--- src/lzwd_pkg.sv ---
// Shared types and constants for the LZW decoder.
package lzwd_pkg;

  // Configuration register indexes
  localparam logic [1:0] CFG_MAX_CODE_BITS = 2'd0;
  localparam logic [1:0] CFG_PACKED_INPUT  = 2'd1;

  // Result status codes
  localparam logic [1:0] STATUS_OK        = 2'd0;
  localparam logic [1:0] STATUS_INVALID   = 2'd1;
  localparam logic [1:0] STATUS_TRUNCATED = 2'd2;

  // Fixed code properties
  localparam int ROOT_COUNT = 256;
  localparam logic [4:0] MIN_WIDTH = 5'd9;
  localparam logic [4:0] RESET_MAX_BITS = 5'd12;

  // Commands from controller to datapath
  typedef struct packed {
    logic accept;     // input transaction this cycle
    logic decode;     // classify the code, start dictionary read
    logic len_load;   // string length available
    logic walk;       // one prefix chain step
    logic fin;        // add entry, update history
    logic emit_fire;  // output transaction this cycle
  } cmd_t;

  // Status from datapath to controller
  typedef struct packed {
    logic code_ready;  // accepted input completes a code
    logic invalid;     // code in decode is invalid
    logic walk_done;   // chain walk reached its root
    logic emit_done;   // final byte of the string taken
  } stat_t;

endpackage

--- src/lzwd_ctrl.sv ---
// Controller state machine for the LZW decoder.
module lzwd_ctrl (
  input  logic           clk,
  input  logic           rst,
  input  logic           s_tvalid,
  output logic           s_tready,
  output logic           m_tvalid,
  input  logic           m_tready,
  input  lzwd_pkg::stat_t stat,
  output lzwd_pkg::cmd_t  cmd
);

  localparam logic [2:0] S_IDLE   = 3'd0;
  localparam logic [2:0] S_DECODE = 3'd1;
  localparam logic [2:0] S_LEN    = 3'd2;
  localparam logic [2:0] S_WALK   = 3'd3;
  localparam logic [2:0] S_FIN    = 3'd4;
  localparam logic [2:0] S_EMIT   = 3'd5;

  logic [2:0] state;
  logic [2:0] state_next;

  assign s_tready = (state == S_IDLE);
  assign m_tvalid = (state == S_EMIT);

  // Commands decoded from state
  always_comb begin
    cmd.accept    = s_tvalid && (state == S_IDLE);
    cmd.decode    = (state == S_DECODE);
    cmd.len_load  = (state == S_LEN);
    cmd.walk      = (state == S_WALK);
    cmd.fin       = (state == S_FIN);
    cmd.emit_fire = m_tready && (state == S_EMIT);
  end

  // Next state
  always_comb begin
    state_next = state;
    case (state)
      S_IDLE: begin
        if (cmd.accept && stat.code_ready) state_next = S_DECODE;
      end
      S_DECODE: begin
        state_next = stat.invalid ? S_EMIT : S_LEN;
      end
      S_LEN: begin
        state_next = S_WALK;
      end
      S_WALK: begin
        if (stat.walk_done) state_next = S_FIN;
      end
      S_FIN: begin
        state_next = S_EMIT;
      end
      S_EMIT: begin
        if (stat.emit_done) state_next = S_IDLE;
      end
      default: begin
        state_next = S_IDLE;
      end
    endcase
  end

  always_ff @(posedge clk) begin
    if (rst) begin
      state <= S_IDLE;
    end else begin
      state <= state_next;
    end
  end

endmodule

--- config.mk ---
export PLATFORM = sky130hd
export DESIGN_NAME = lzwd_ctrl
export DESIGN_NICKNAME = d
export VERILOG_FILES = /design/src/lzwd_pkg.sv /design/src/lzwd_ctrl.sv
export SDC_FILE = /design/constraint.sdc
export NUM_CORES = 1
export LEC_CHECK = 0
export ABC_AREA = 1
export BUFFER_PORTS_ARGS = -buffer_cell sky130_fd_sc_hd__buf_4
export CORE_AREA = 2 2 39 41
export DETAILED_ROUTE_END_ITERATION = 12
export DIE_AREA = 0 0 41 43
export GPL_TIMING_DRIVEN = 0
export PLACE_DENSITY_LB_ADDON = 0.08
export SLEW_MARGIN = 20
export SYNTH_ARGS = -nofsm -noshare
export SYNTH_HDL_FRONTEND = slang
export SYNTH_SLANG_ARGS = --single-unit
--- constraint.sdc ---
create_clock -name clk -period 1.1 [get_ports clk]
set_input_delay 0.055 -clock clk [delete_from_list [all_inputs] [get_ports clk]]
set_output_delay 0.055 -clock clk [all_outputs]
set_load 0.01 [all_outputs]
==> impl_summary.log, run 1 <==
[metrics] status: finished with violations
[metrics] violated checks: negative setup slack
[metrics] maximum clock frequency: between 0.8 and 0.9 GHz
[metrics] mean number of vias per cell: 3.988
[metrics] Final setup viols: 2
[metrics] worst hold margin: 0.1916 ns
[metrics] dominant cell type by area after synthesis: sky130_fd_sc_hd__dfxtp_1
[metrics] RSZ-0062 raised after global routing: yes
[metrics] Area growth syn-to-layout: 75.00%
[metrics] category of the critical setup timing path: flip-flop to output port
[metrics] number of global-route vias before repair: 282
[metrics] fraction of layout cells with a size suffix above 1: 44.12%
[metrics] pin count of the biggest net entering global routing: 9
[metrics] register with the most flip-flops: state
[metrics] initial detailed-routing violation count: 3
[metrics] height of the die: 43 um
[metrics] Synth Instances: 47
[metrics] TritonRoute pass-1 iters: 2
[metrics] Synthesis Warnings: 0
[metrics] MaxCap Viol Count: 0
[metrics] All-Layer GR Usage: 8.818%
[metrics] share of total power in combinational logic: 39.5%
[metrics] width of the chip: approximately 41 um
[metrics] cell depth of the worst hold path: 6
[metrics] most numerous cell in the Yosys netlist: sky130_fd_sc_hd__nand2_1
[metrics] start of the worst register-to-register path: state[0]
[metrics] type of the most critical hold path: primary input to flip-flop
[metrics] sequential area share after synthesis: 23.08%
[metrics] Cell Pwr Density: around 1200 mW/mm2
[metrics] clock net sink count: 3
[metrics] number of enable-type register cells in the synthesized netlist: 0
[metrics] switching fraction of total power: 32.18%
[metrics] Buffers & Inverters on Critical Path: 2
[metrics] post-synthesis register bit count: 3
[metrics] count of pins over their slew limit: 0
[metrics] biggest registers after layout: state x3
[metrics] CP max-delay cell: sky130_fd_sc_hd__dfxtp_1
[metrics] Max stage delay on crit path: ~0.3 ns
[metrics] slew at the pin with the worst max-slew slack: 0.1784 ns
[metrics] average cell area after synthesis: 5.537 um2
[metrics] Clock Skew: 0.002102 ns
[metrics] footprint of the multi-input gates: 162.7 um2
[metrics] buffers from clock root to sink, at most: 2
[metrics] remaining antenna violation count: 0
[metrics] total routed wirelength: between 600 and 700 um
[metrics] vias after detailed routing: ~340
[metrics] final layout net count: a little under 80
[metrics] top-level port count: 16
[metrics] post-DP HPWL: 515.5 um
[metrics] most frequently used flop master after synthesis: sky130_fd_sc_hd__dfxtp_1
[metrics] worst slew margin relative to its limit: 88.09%
[metrics] worst reg-to-reg setup slack: 0.02 ns
[metrics] first-pass GRT wire length: 1069 um
[metrics] Num CTS Buffers: 3
[metrics] required time at the worst-slack endpoint: 1.04 ns
[metrics] antenna violations before repair: 0
[metrics] Avg WL per Cell: 7.833 um
[metrics] start point of the worst min-delay path: stat[1]
[metrics] clock-pin slew on the worst setup and hold paths: about 0.040 ns
[metrics] internal power: ~0.36 mW
[metrics] fraction of the cycle the final worst path needs: 102.0%
[metrics] total number of H-tree levels: 1
[metrics] netlist area before placement: 260.3 um2
[metrics] critical path launch point type: flip-flop
[metrics] portion of synthesized cell area occupied by the leading cell type: a little under a quarter
[metrics] kind of cell with the highest combined delay on the critical path: flip-flops
[metrics] CP Launch Point: state[0]
[metrics] number of nets produced by synthesis: 55
[metrics] number of rows created at floorplan: 14
[metrics] min Tclk post-route: 1.122 ns
[metrics] CP endpoint kind: output port
[metrics] number of flip-flops under the largest register name: 3
[metrics] Post-Route Setup TNS: -0.02410 ns
[metrics] fillcell total: approximately 160
[metrics] main area contributors after synthesis: sky130_fd_sc_hd__dfxtp_1 (23%), sky130_fd_sc_hd__nand2_1 (17%), sky130_fd_sc_hd__inv_1 (14%), sky130_fd_sc_hd__nor2_1 (10%), sky130_fd_sc_hd__nand4_1 (7.2%)
[metrics] Starting Density: 18.81%
[metrics] sw power: around 0.17 mW
[metrics] Antenna Cells: 0
[metrics] terminus of the critical flop-to-flop path: state[2]
[metrics] final number of hold-violating endpoints: 0
[metrics] count of cells along the worst register-to-register path: 7
[metrics] clock tree from TritonCTS: done
[metrics] Clk pwr share: between 30% and 40%
[metrics] Synth async-reset ratio: 0%
[metrics] final core utilization: roughly 33%
[metrics] clock network latency to the later pin of the worst-skew pair: 0.23 ns
[metrics] # DRC: 0
[metrics] Post-synth top cells: sky130_fd_sc_hd__nand2_1 (12), sky130_fd_sc_hd__inv_1 (10), sky130_fd_sc_hd__nor2_1 (7)
[metrics] root buffer selected by CTS: sky130_fd_sc_hd__clkbuf_4
[metrics] post-synth cell types: 15
[metrics] total congestion overflow after global routing: 0
[metrics] Peak supply drop: 626.6 uV
[metrics] area of the die: 0.001763 mm2
[metrics] cell leakage power: between 0.2 and 0.3 nW
[metrics] fraction of power consumed by sequential logic: approximately a quarter
[metrics] sequential cell area in the final layout: approximately 64 um2
[metrics] number of port buffers: 15
[metrics] Crit path arrival time: ~1.1 ns
[metrics] area of the core: 0.001384 mm2
[metrics] final weighted congestion in routability-driven placement: slightly below 0.7
[metrics] list of cells traversed by the critical path: buf_6 > nor2_4 > and3_2 > buf_4
[metrics] endpoint of the worst hold path: state[1]
[metrics] minimum setup slack in the final design: -0.02196 ns
[metrics] crit path max fanout: 8
## worst reg2reg max path: cells and delay by family, from the launching register on
kind	cells	cell delay, ns
buffers and inverters	1	0.13
AOI/OAI and AO/OA	1	0.10
and+or+nand+nor	5	0.43
DFF	1	0.31
## cells in the final DEF (no fill, tap or decap), drive strengths merged
| cell type | instances |
|---|---|
| dfxtp | 3 |
| nand3 | 2 |
| nand4 | 3 |
| a21oi | 1 |
| nor2 | 9 |
| dlygate4sd3 | 1 |
| nand2 | 12 |
| nor3 | 1 |
| o21ai | 2 |
| buf | 17 |
| clkbuf | 4 |
| inv | 11 |
| and3 | 1 |
| o21bai | 1 |
## cell type report
type                    count  share of cell area, %
plain buffers               1                  2.473
clock buffers               4                  5.769
inverters                  11                  9.066
multi-input cells          32                  35.71
flip-flops and latches      3                  14.01
well taps                  16                  4.396
repair buffers             17                  28.57
## kinds of logic (layout without fill, tap and decap cells)
family	Yosys count	after routing	share of synthesized area, %
AOI/OAI and AO/OA	4	4	8.649
and+or+nand+nor	28	28	48.08
DFF	3	3	23.08
buffers and inverters	12	33	20.19
## power groups by stage
| stage | clock (mW) | combinational (mW) | sequential (mW) |
|---|---|---|---|
| after floorplan | 0 | 0.117 | 0.130 |
| after CTS | 0.204 | 0.204 | 0.132 |
| after global routing | 0.220 | 0.237 | 0.133 |
| final | 0.193 | 0.211 | 0.132 |
| after detailed placement | 0 | 0.193 | 0.132 |
| after global placement | 0 | 0.195 | 0.132 |
## through the flow
| stage | worst slack [ns] | total power [mW] | instance area [um2] | std cells |
|---|---|---|---|---|
| after floorplan | 0.05175 | 0.2465 | 260.3 | 47 |
| after detailed placement | -0.02777 | 0.3247 | 392.9 | 78 |
| after global placement | -0.05307 | 0.3276 | 392.9 | 78 |
| after CTS | -0.03311 | 0.5395 | 442.9 | 83 |
| final | -0.02196 | 0.5355 | 455.4 | 84 |
| after global routing | -0.08406 | 0.5904 | 455.4 | 84 |
## worst max path at each step
stage          endpoint  slack, ns  cells after the start
6_report         cmd[5]      -0.02                      4
2_1_floorplan  state[2]       0.05                      7
4_1_cts          cmd[5]      -0.03                      4
3_3_place_gp   state[2]      -0.05                      5
3_5_place_dp   state[2]      -0.03                      5
5_1_grt          cmd[5]      -0.08                      4
## timing repair
action,in CTS,in global routing
pin swaps,1,1
hold endpoints to repair,1,0
hold buffers,1,0
setup endpoints to repair,6,11
resized for setup,6,2
buffers inserted,0,1
## metal layers
layer	global-route usage [%]	wire length (um)	up-vias
met1	10.54	326	143
met4	2.000	0	0
met3	4.712	38	0
li1	-	-	184
met5	0	0	-
met2	13.44	294	8
(Power assumes the default switching activity.)
==> run 2, diff against run 1 <==
Settings changed: ABC_AREA 1 to not set, BUFFER_PORTS_ARGS -buffer_cell sky130_fd_sc_hd__buf_4 to -buffer_cell sky130_fd_sc_hd__buf_2.
==> impl_summary.log, run 2 <==
[metrics] dominant cell type by area after synthesis: sky130_fd_sc_hd__dfxtp_1
[metrics] most frequently used flop master after synthesis: sky130_fd_sc_hd__dfxtp_1
[metrics] pin count of the biggest net entering global routing: 10 (+1)
[metrics] final layout net count: 59 (-23%)
[metrics] footprint of the multi-input gates: 209.0 um2 (+28%)
[metrics] maximum clock frequency: 0.8588 GHz (-3.6%)
[metrics] number of flip-flops under the largest register name: 3 (unchanged)
[metrics] post-placement setup slack: -0.06053 ns (-0.03277 ns)
[metrics] netlist area before placement: 221.5 um2 (-15%)
[metrics] total number of H-tree levels: 1 (unchanged)
[metrics] TritonRoute pass-1 iters: 1 (-1)
[metrics] kind of cell with the highest combined delay on the critical path: flip-flops
[metrics] list of cells traversed by the critical path: inv_2 > mux2_4 > a2111oi_4
[metrics] cell depth of the worst hold path: 2 (-4)
[metrics] Avg WL per Cell: 11.21 um (+43%)
[metrics] vias after detailed routing: 287 (-14%)
[metrics] root buffer selected by CTS: sky130_fd_sc_hd__clkbuf_4
[metrics] Synthesis Warnings: 0 (unchanged)
[metrics] post-synth cell types: 17 (+2)
[metrics] total routed wirelength: 740 um (+12%)
[metrics] status: finished with violations
[metrics] area of the die: 0.001763 mm2 (unchanged)
[metrics] Post-Route Setup TNS: -0.1393 ns (-0.1152 ns)
[metrics] Max stage delay on crit path: 0.37 ns (+0.07 ns)
[metrics] number of rows created at floorplan: 14 (unchanged)
[metrics] register with the most flip-flops: state
[metrics] count of cells along the worst register-to-register path: 3 (-4)
[metrics] Num CTS Buffers: 3 (unchanged)
[metrics] Cell Pwr Density: 1323 mW/mm2 (+12%)
[metrics] minimum setup slack in the final design: -0.06440 ns (-0.04244 ns)
[metrics] number of nets produced by synthesis: 35 (-36%)
[metrics] MaxCap Viol Count: 0 (unchanged)
[metrics] Peak supply drop: 293.6 uV (-53%)
[metrics] highest-count cells in the layout ignoring fill and taps: sky130_fd_sc_hd__buf_2 (16), sky130_fd_sc_hd__clkbuf_4 (3), sky130_fd_sc_hd__buf_4 (3)
[metrics] Synth Instances: 27 (-43%)
[metrics] height of the die: 43 um (unchanged)
[metrics] final weighted congestion in routability-driven placement: 0.7202 (+4.8%)
[metrics] crit path max fanout: 6 (-2)
[metrics] slew at the pin with the worst max-slew slack: 0.3773 ns (+0.1988 ns)
[metrics] clock network latency to the later pin of the worst-skew pair: 0.23 ns (about the same)
[metrics] portion of synthesized cell area occupied by the leading cell type: 27.12% (+4.0 points)
[metrics] remaining antenna violation count: 0 (unchanged)
[metrics] All-Layer GR Usage: 9.829% (+1.0 points)
[metrics] fraction of layout cells with a size suffix above 1: 74.00% (+30 points)
[metrics] number of port buffers: 15 (unchanged)
[metrics] Synth async-reset ratio: 0% (unchanged)
[metrics] top-level port count: 16 (unchanged)
[metrics] main area contributors after synthesis: sky130_fd_sc_hd__dfxtp_1 (27%), sky130_fd_sc_hd__nor3_1 (6.8%), sky130_fd_sc_hd__a2111oi_2 (6.8%), sky130_fd_sc_hd__a21boi_0 (6.8%), sky130_fd_sc_hd__mux2_4 (6.8%)
[metrics] CP max-delay cell: sky130_fd_sc_hd__dfxtp_4
[metrics] first-pass GRT wire length: 1117 um (+4.5%)
[metrics] final number of hold-violating endpoints: 0 (unchanged)
[metrics] clock tree from TritonCTS: done
[metrics] count of pins over their slew limit: 0 (unchanged)
[metrics] post-DP HPWL: 502.2 um (-2.6%)
[metrics] fraction of the cycle the final worst path needs: 105.9% (+3.9 points)
[metrics] required time at the worst-slack endpoint: 1.23 ns (+0.19 ns)
[metrics] clock net sink count: 3 (unchanged)
[metrics] average cell area after synthesis: 8.202 um2 (+48%)
[metrics] cell leakage power: 0.2202 nW (-23%)
[metrics] worst hold margin: 0.03361 ns (-0.1580 ns)
[metrics] Area growth syn-to-layout: 104.5%
[metrics] sequential area share after synthesis: 27.12% (+4.0 points)
[metrics] initial detailed-routing violation count: 0 (-3)
[metrics] width of the chip: 41 um (unchanged)
[metrics] quantity of hold-fixing buffers added after cts: 0 (-1)
[metrics] fillcell total: 154 (-4.9%)
[metrics] category of the critical setup timing path: flip-flop to flip-flop
[metrics] Post-synth top cells: sky130_fd_sc_hd__dfxtp_1 (3), sky130_fd_sc_hd__nor3_1 (3)
[metrics] sequential cell area in the final layout: 66.31 um2 (+3.9%)
[metrics] Antenna Cells: 0 (unchanged)
[metrics] Buffers & Inverters on Critical Path: 1 (-1)
[metrics] Final setup viols: 5 (+3)
[metrics] Clock Skew: 0.003318 ns (+0.001216 ns)
[metrics] biggest registers after layout: state x3
[metrics] min Tclk post-route: 1.164 ns (+0.04244 ns)
[metrics] clock-pin slew on the worst setup and hold paths: 0.04 ns (about the same)
[metrics] post-synthesis register bit count: 3 (unchanged)
[metrics] total congestion overflow after global routing: 0 (unchanged)
[metrics] antenna violations before repair: 0 (unchanged)
[metrics] number of enable-type register cells in the synthesized netlist: 0 (unchanged)
[metrics] # DRC: 0 (unchanged)
[metrics] RSZ-0062 raised after global routing: yes
[metrics] leading cell type in the layout, fill and taps excluded: sky130_fd_sc_hd__buf_2
[metrics] CP endpoint kind: flip-flop
[metrics] stages on the worst setup path: 3 (-1)
[metrics] critical path launch point type: flip-flop
[metrics] area of the core: 0.001384 mm2 (unchanged)
[metrics] violated checks: negative setup slack
[metrics] number of global-route vias before repair: 286 (+1.4%)
[metrics] Starting Density: 16.00% (-2.8 points)
[metrics] type of the most critical hold path: primary input to flip-flop
[metrics] buffers from clock root to sink, at most: 2 (unchanged)
[metrics] mean number of vias per cell: 4.348 (+9.0%)
[metrics] Crit path arrival time: 1.29 ns (+0.22 ns)
[metrics] worst slew margin relative to its limit: 74.62% (-13 points)
run 2: cell count changes after synthesis, sizes merged, moves of 2 or more:
cell    previous run  this run
nor3b              0         2
nand4              3         0
nand2             12         2
and2               0         2
nor3               1         3
a21boi             0         2
mux2               0         2
nor2               9         2
o21ai              2         0
inv               11         1
nand3              2         0
run 2: timing repair:
item,in CTS,in global routing
hold endpoints to repair,0,0
resized for setup,14,2
setup endpoints to repair,9,9
pin swaps,6,1
cloned,1,0
setup buffers,3,0
run 2: cells by family after synthesis:
kind of cell | Yosys count | share of synthesized area (%)
AND/OR/NAND/NOR | 14 | 34.46
AO/OA/AOI/OAI | 5 | 20.90
flip-flops | 3 | 27.12
buffers and inverters | 3 | 5.644
multiplexers | 2 | 11.86
run 2: layout make-up:
| class | instances | area share (%) |
|---|---|---|
| multi-input combinational | 21 | 46.13 |
| timing repair buffer | 19 | 22.65 |
| sequential | 3 | 14.64 |
| clock buffer | 4 | 5.801 |
| buffer | 2 | 5.525 |
| tap | 16 | 4.420 |
| inverter | 1 | 0.8287 |
run 2: worst paths after layout:
check	start	endpoint	slack, ns
min reg2reg	state[2]	state[1]	0.50
max	state[2]	state[0]	-0.06
max reg2reg	state[2]	state[0]	-0.06
min	rst	state[0]	0.03
run 2: power by group:
part           internal (mW)  switching [mW]
Sequential             0.126          0.0217
Combinational          0.145           0.117
Clock                  0.136          0.0541
run 2: worst reg2reg max path, stage by stage (launching register included):
cell,delay [ns]
sky130_fd_sc_hd__dfxtp_4,0.37
sky130_fd_sc_hd__inv_2,0.11
sky130_fd_sc_hd__mux2_4,0.32
sky130_fd_sc_hd__a2111oi_4,0.27
run 2: metrics by stage:
step / power (mW) / cell area (um2) / instances / utilization (%)
3_3_place_gp: 0.3223 / 329.1 / 58 / 23.78
2_1_floorplan: 0.2600 / 234.0 / 27 / -
6_report: 0.5991 / 452.9 / 66 / 32.73
3_5_place_dp: 0.3224 / 329.1 / 58 / 23.78
5_1_grt: 0.6491 / 452.9 / 66 / 32.73
4_1_cts: 0.6001 / 440.4 / 66 / 31.83
run 2: metal layers:
layer	vias to the layer above	wire, um	share of wire (%)	track usage, %
li1	143	-	-	-
met1	134	312	42	11.22
met2	8	371	50	14.06
met3	2	44	5.9	1.571
met4	0	12	1.6	10.00
met5	-	0	0	0
==> run 3, diff against run 2 <==
Settings changed: CTS_BUF_LIST set to sky130_fd_sc_hd__clkbuf_16.
==> impl_summary.log, run 3 (synthesis gave the netlist of run 2 again) <==
[metrics] register with the most flip-flops: state
[metrics] Cell Pwr Density: 1885 mW/mm2 (+43%)
[metrics] leading cell type in the layout, fill and taps excluded: sky130_fd_sc_hd__buf_2
[metrics] worst slew margin relative to its limit: 75.29% (+0.67 points)
[metrics] crit path max fanout: 5 (-1)
[metrics] buffers from clock root to sink, at most: 2 (unchanged)
[metrics] Num CTS Buffers: 3 (unchanged)
[metrics] number of flip-flops under the largest register name: 3 (unchanged)
[metrics] antenna violations before repair: 0 (unchanged)
[metrics] sw power: 0.2345 mW (+22%)
[metrics] Clk pwr share: 57.5% (+26 points)
[metrics] final layout net count: 59 (unchanged)
[metrics] critical path launch point type: flip-flop
[metrics] type of the most critical hold path: primary input to flip-flop
[metrics] switching fraction of total power: 24.08% (-8.1 points)
[metrics] Area growth syn-to-layout: 133.3%
[metrics] worst hold margin: 0.04978 ns (+0.01617 ns)
[metrics] highest-count cells in the layout ignoring fill and taps: sky130_fd_sc_hd__buf_2 (15), sky130_fd_sc_hd__buf_4 (4), sky130_fd_sc_hd__clkbuf_16 (3)
[metrics] share of total power in combinational logic: 27.3% (-16 points)
[metrics] total routed wirelength: 768 um (+3.8%)
[metrics] number of rows created at floorplan: 14 (unchanged)
[metrics] final non-filler cell total: 66 (unchanged)
[metrics] RSZ-0062 raised after global routing: yes
[metrics] required time at the worst-slack endpoint: 1.21 ns (-0.02 ns)
[metrics] root buffer selected by CTS: sky130_fd_sc_hd__clkbuf_16
[metrics] area of the die: 0.001763 mm2 (unchanged)
[metrics] Crit path arrival time: 1.27 ns (-0.02 ns)
[metrics] Antenna Cells: 0 (unchanged)
[metrics] list of cells traversed by the critical path: buf_6 > nor2_4 > mux2_4 > a2111oi_4
[metrics] height of the die: 43 um (unchanged)
[metrics] number of port buffers: 15 (unchanged)
[metrics] clock net sink count: 3 (unchanged)
[metrics] final number of hold-violating endpoints: 0 (unchanged)
[metrics] Post-Route Setup TNS: -0.1198 ns (+0.01951 ns)
[metrics] area of the core: 0.001384 mm2 (unchanged)
[metrics] fraction of power consumed by sequential logic: 15.2% (-9.4 points)
[metrics] violated checks: negative setup slack
[metrics] fraction of layout cells with a size suffix above 1: 76.00% (+2.0 points)
[metrics] MaxCap Viol Count: 0 (unchanged)
[metrics] clock tree from TritonCTS: done
[metrics] Avg WL per Cell: 11.64 um (+3.8%)
[metrics] vias after detailed routing: 292 (+1.7%)
[metrics] maximum clock frequency: 0.8676 GHz (+1.0%)
[metrics] status: finished with violations
[metrics] top-level port count: 16 (unchanged)
[metrics] mean number of vias per cell: 4.424 (+1.7%)
[metrics] Final setup viols: 5 (unchanged)
[metrics] All-Layer GR Usage: 9.328% (-0.50 points)
[metrics] post-DP HPWL: 502.2 um (unchanged)
[metrics] min Tclk post-route: 1.153 ns (-0.01182 ns)
[metrics] Starting Density: 16.00% (unchanged)
[metrics] final core utilization: 37.34% (+4.6 points)
[metrics] total number of H-tree levels: 1 (unchanged)
[metrics] total congestion overflow after global routing: 0 (unchanged)
[metrics] internal power: 0.7396 mW (+82%)
[metrics] width of the chip: 41 um (unchanged)
[metrics] CP endpoint kind: flip-flop
[metrics] biggest registers after layout: state x3
[metrics] # DRC: 0 (unchanged)
[metrics] cell leakage power: 0.2492 nW (+13%)
[metrics] fraction of the cycle the final worst path needs: 104.8% (-1.1 points)
[metrics] initial detailed-routing violation count: 1 (+1)
[metrics] first-pass GRT wire length: 1117 um (unchanged)
[metrics] slew at the pin with the worst max-slew slack: 0.3673 ns (-0.009923 ns)
[metrics] category of the critical setup timing path: flip-flop to flip-flop
[metrics] Peak supply drop: 486.8 uV (+66%)
[metrics] TritonRoute pass-1 iters: 2 (+1)
[metrics] clock network latency to the later pin of the worst-skew pair: 0.22 ns (about the same)
[metrics] Clock Skew: 0.0007886 ns (-0.002529 ns)
[metrics] final weighted congestion in routability-driven placement: 0.7202 (unchanged)
[metrics] total power: 0.9742 mW (+63%)
[metrics] count of pins over their slew limit: 0 (unchanged)
[metrics] Max stage delay on crit path: 0.32 ns (-0.05 ns)
[metrics] Post-Place Cells: 58 (unchanged)
[metrics] clock-pin slew on the worst setup and hold paths: 0.03 ns (about the same)
[metrics] CP max-delay cell: sky130_fd_sc_hd__dfxtp_2
[metrics] remaining antenna violation count: 0 (unchanged)
[metrics] minimum setup slack in the final design: -0.05257 ns (+0.01182 ns)
[metrics] pin count of the biggest net entering global routing: 11 (+1)
[metrics] number of global-route vias before repair: 269 (-5.9%)
[run 3: metal layers]
metal	vias up	part of all wire (%)	global-route usage, %	wire length, um
met5	-	0	0	0
met4	0	0	6.000	0
met3	0	4.7	1.571	36
met2	8	51	13.13	388
met1	140	45	12.50	343
li1	144	-	-	-
[run 3: final timing paths]
kind              startpoint       end  slack, ns  cells after the start
setup / recovery    state[1]  state[0]      -0.05                      4
hold / removal           rst  state[0]       0.05                      2
setup reg to reg    state[1]  state[0]      -0.05                      4
hold reg to reg     state[2]  state[1]       0.50                      1
[run 3: layout make-up]
cell class | count | area [um2]
clock buffers | 3 | 75.07
multi-input cells | 21 | 214.0
plain buffers | 2 | 26.28
repair buffers | 19 | 105.1
inverters | 1 | 6.256
well taps | 16 | 20.02
fillers | 145 | 867.1
clock inverters | 1 | 3.754
flip-flops and latches | 3 | 66.31
[run 3: power groups by stage]
stage                     clock [mW]  sequential [mW]  combinational (mW)
after floorplan                    0            0.136               0.124
after global placement             0            0.140               0.182
after detailed placement           0            0.140               0.182
after CTS                      0.571            0.147               0.247
after global routing           0.592            0.150               0.291
final                          0.560            0.148               0.266
[run 3: critical path: cells and delay by family (launching register included)]
kind            cells  cell delay (ns)
mux                 1             0.27
compound gates      1             0.28
buf+inv             1             0.13
flops               1             0.32
simple gates        1             0.04
[run 3: through the flow]
| step | setup WS (ns) | cell area (um2) |
|---|---|---|
| 6_report | -0.05257 | 516.7 |
| 5_1_grt | -0.1125 | 516.7 |
| 4_1_cts | -0.03595 | 490.5 |
| 3_5_place_dp | -0.06053 | 329.1 |
| 3_3_place_gp | -0.06339 | 329.1 |
| 2_1_floorplan | 0.01109 | 234.0 |
[run 3: timing repair]
item | CTS | global route
setup endpoints to repair | 9 | 9
setup buffers | 2 | 1
hold endpoints to repair | 0 | 0
pin swaps | 5 | 3
gates resized for setup | 16 | 4
gates cloned | 1 | 0
hold buffers | 0 | 0
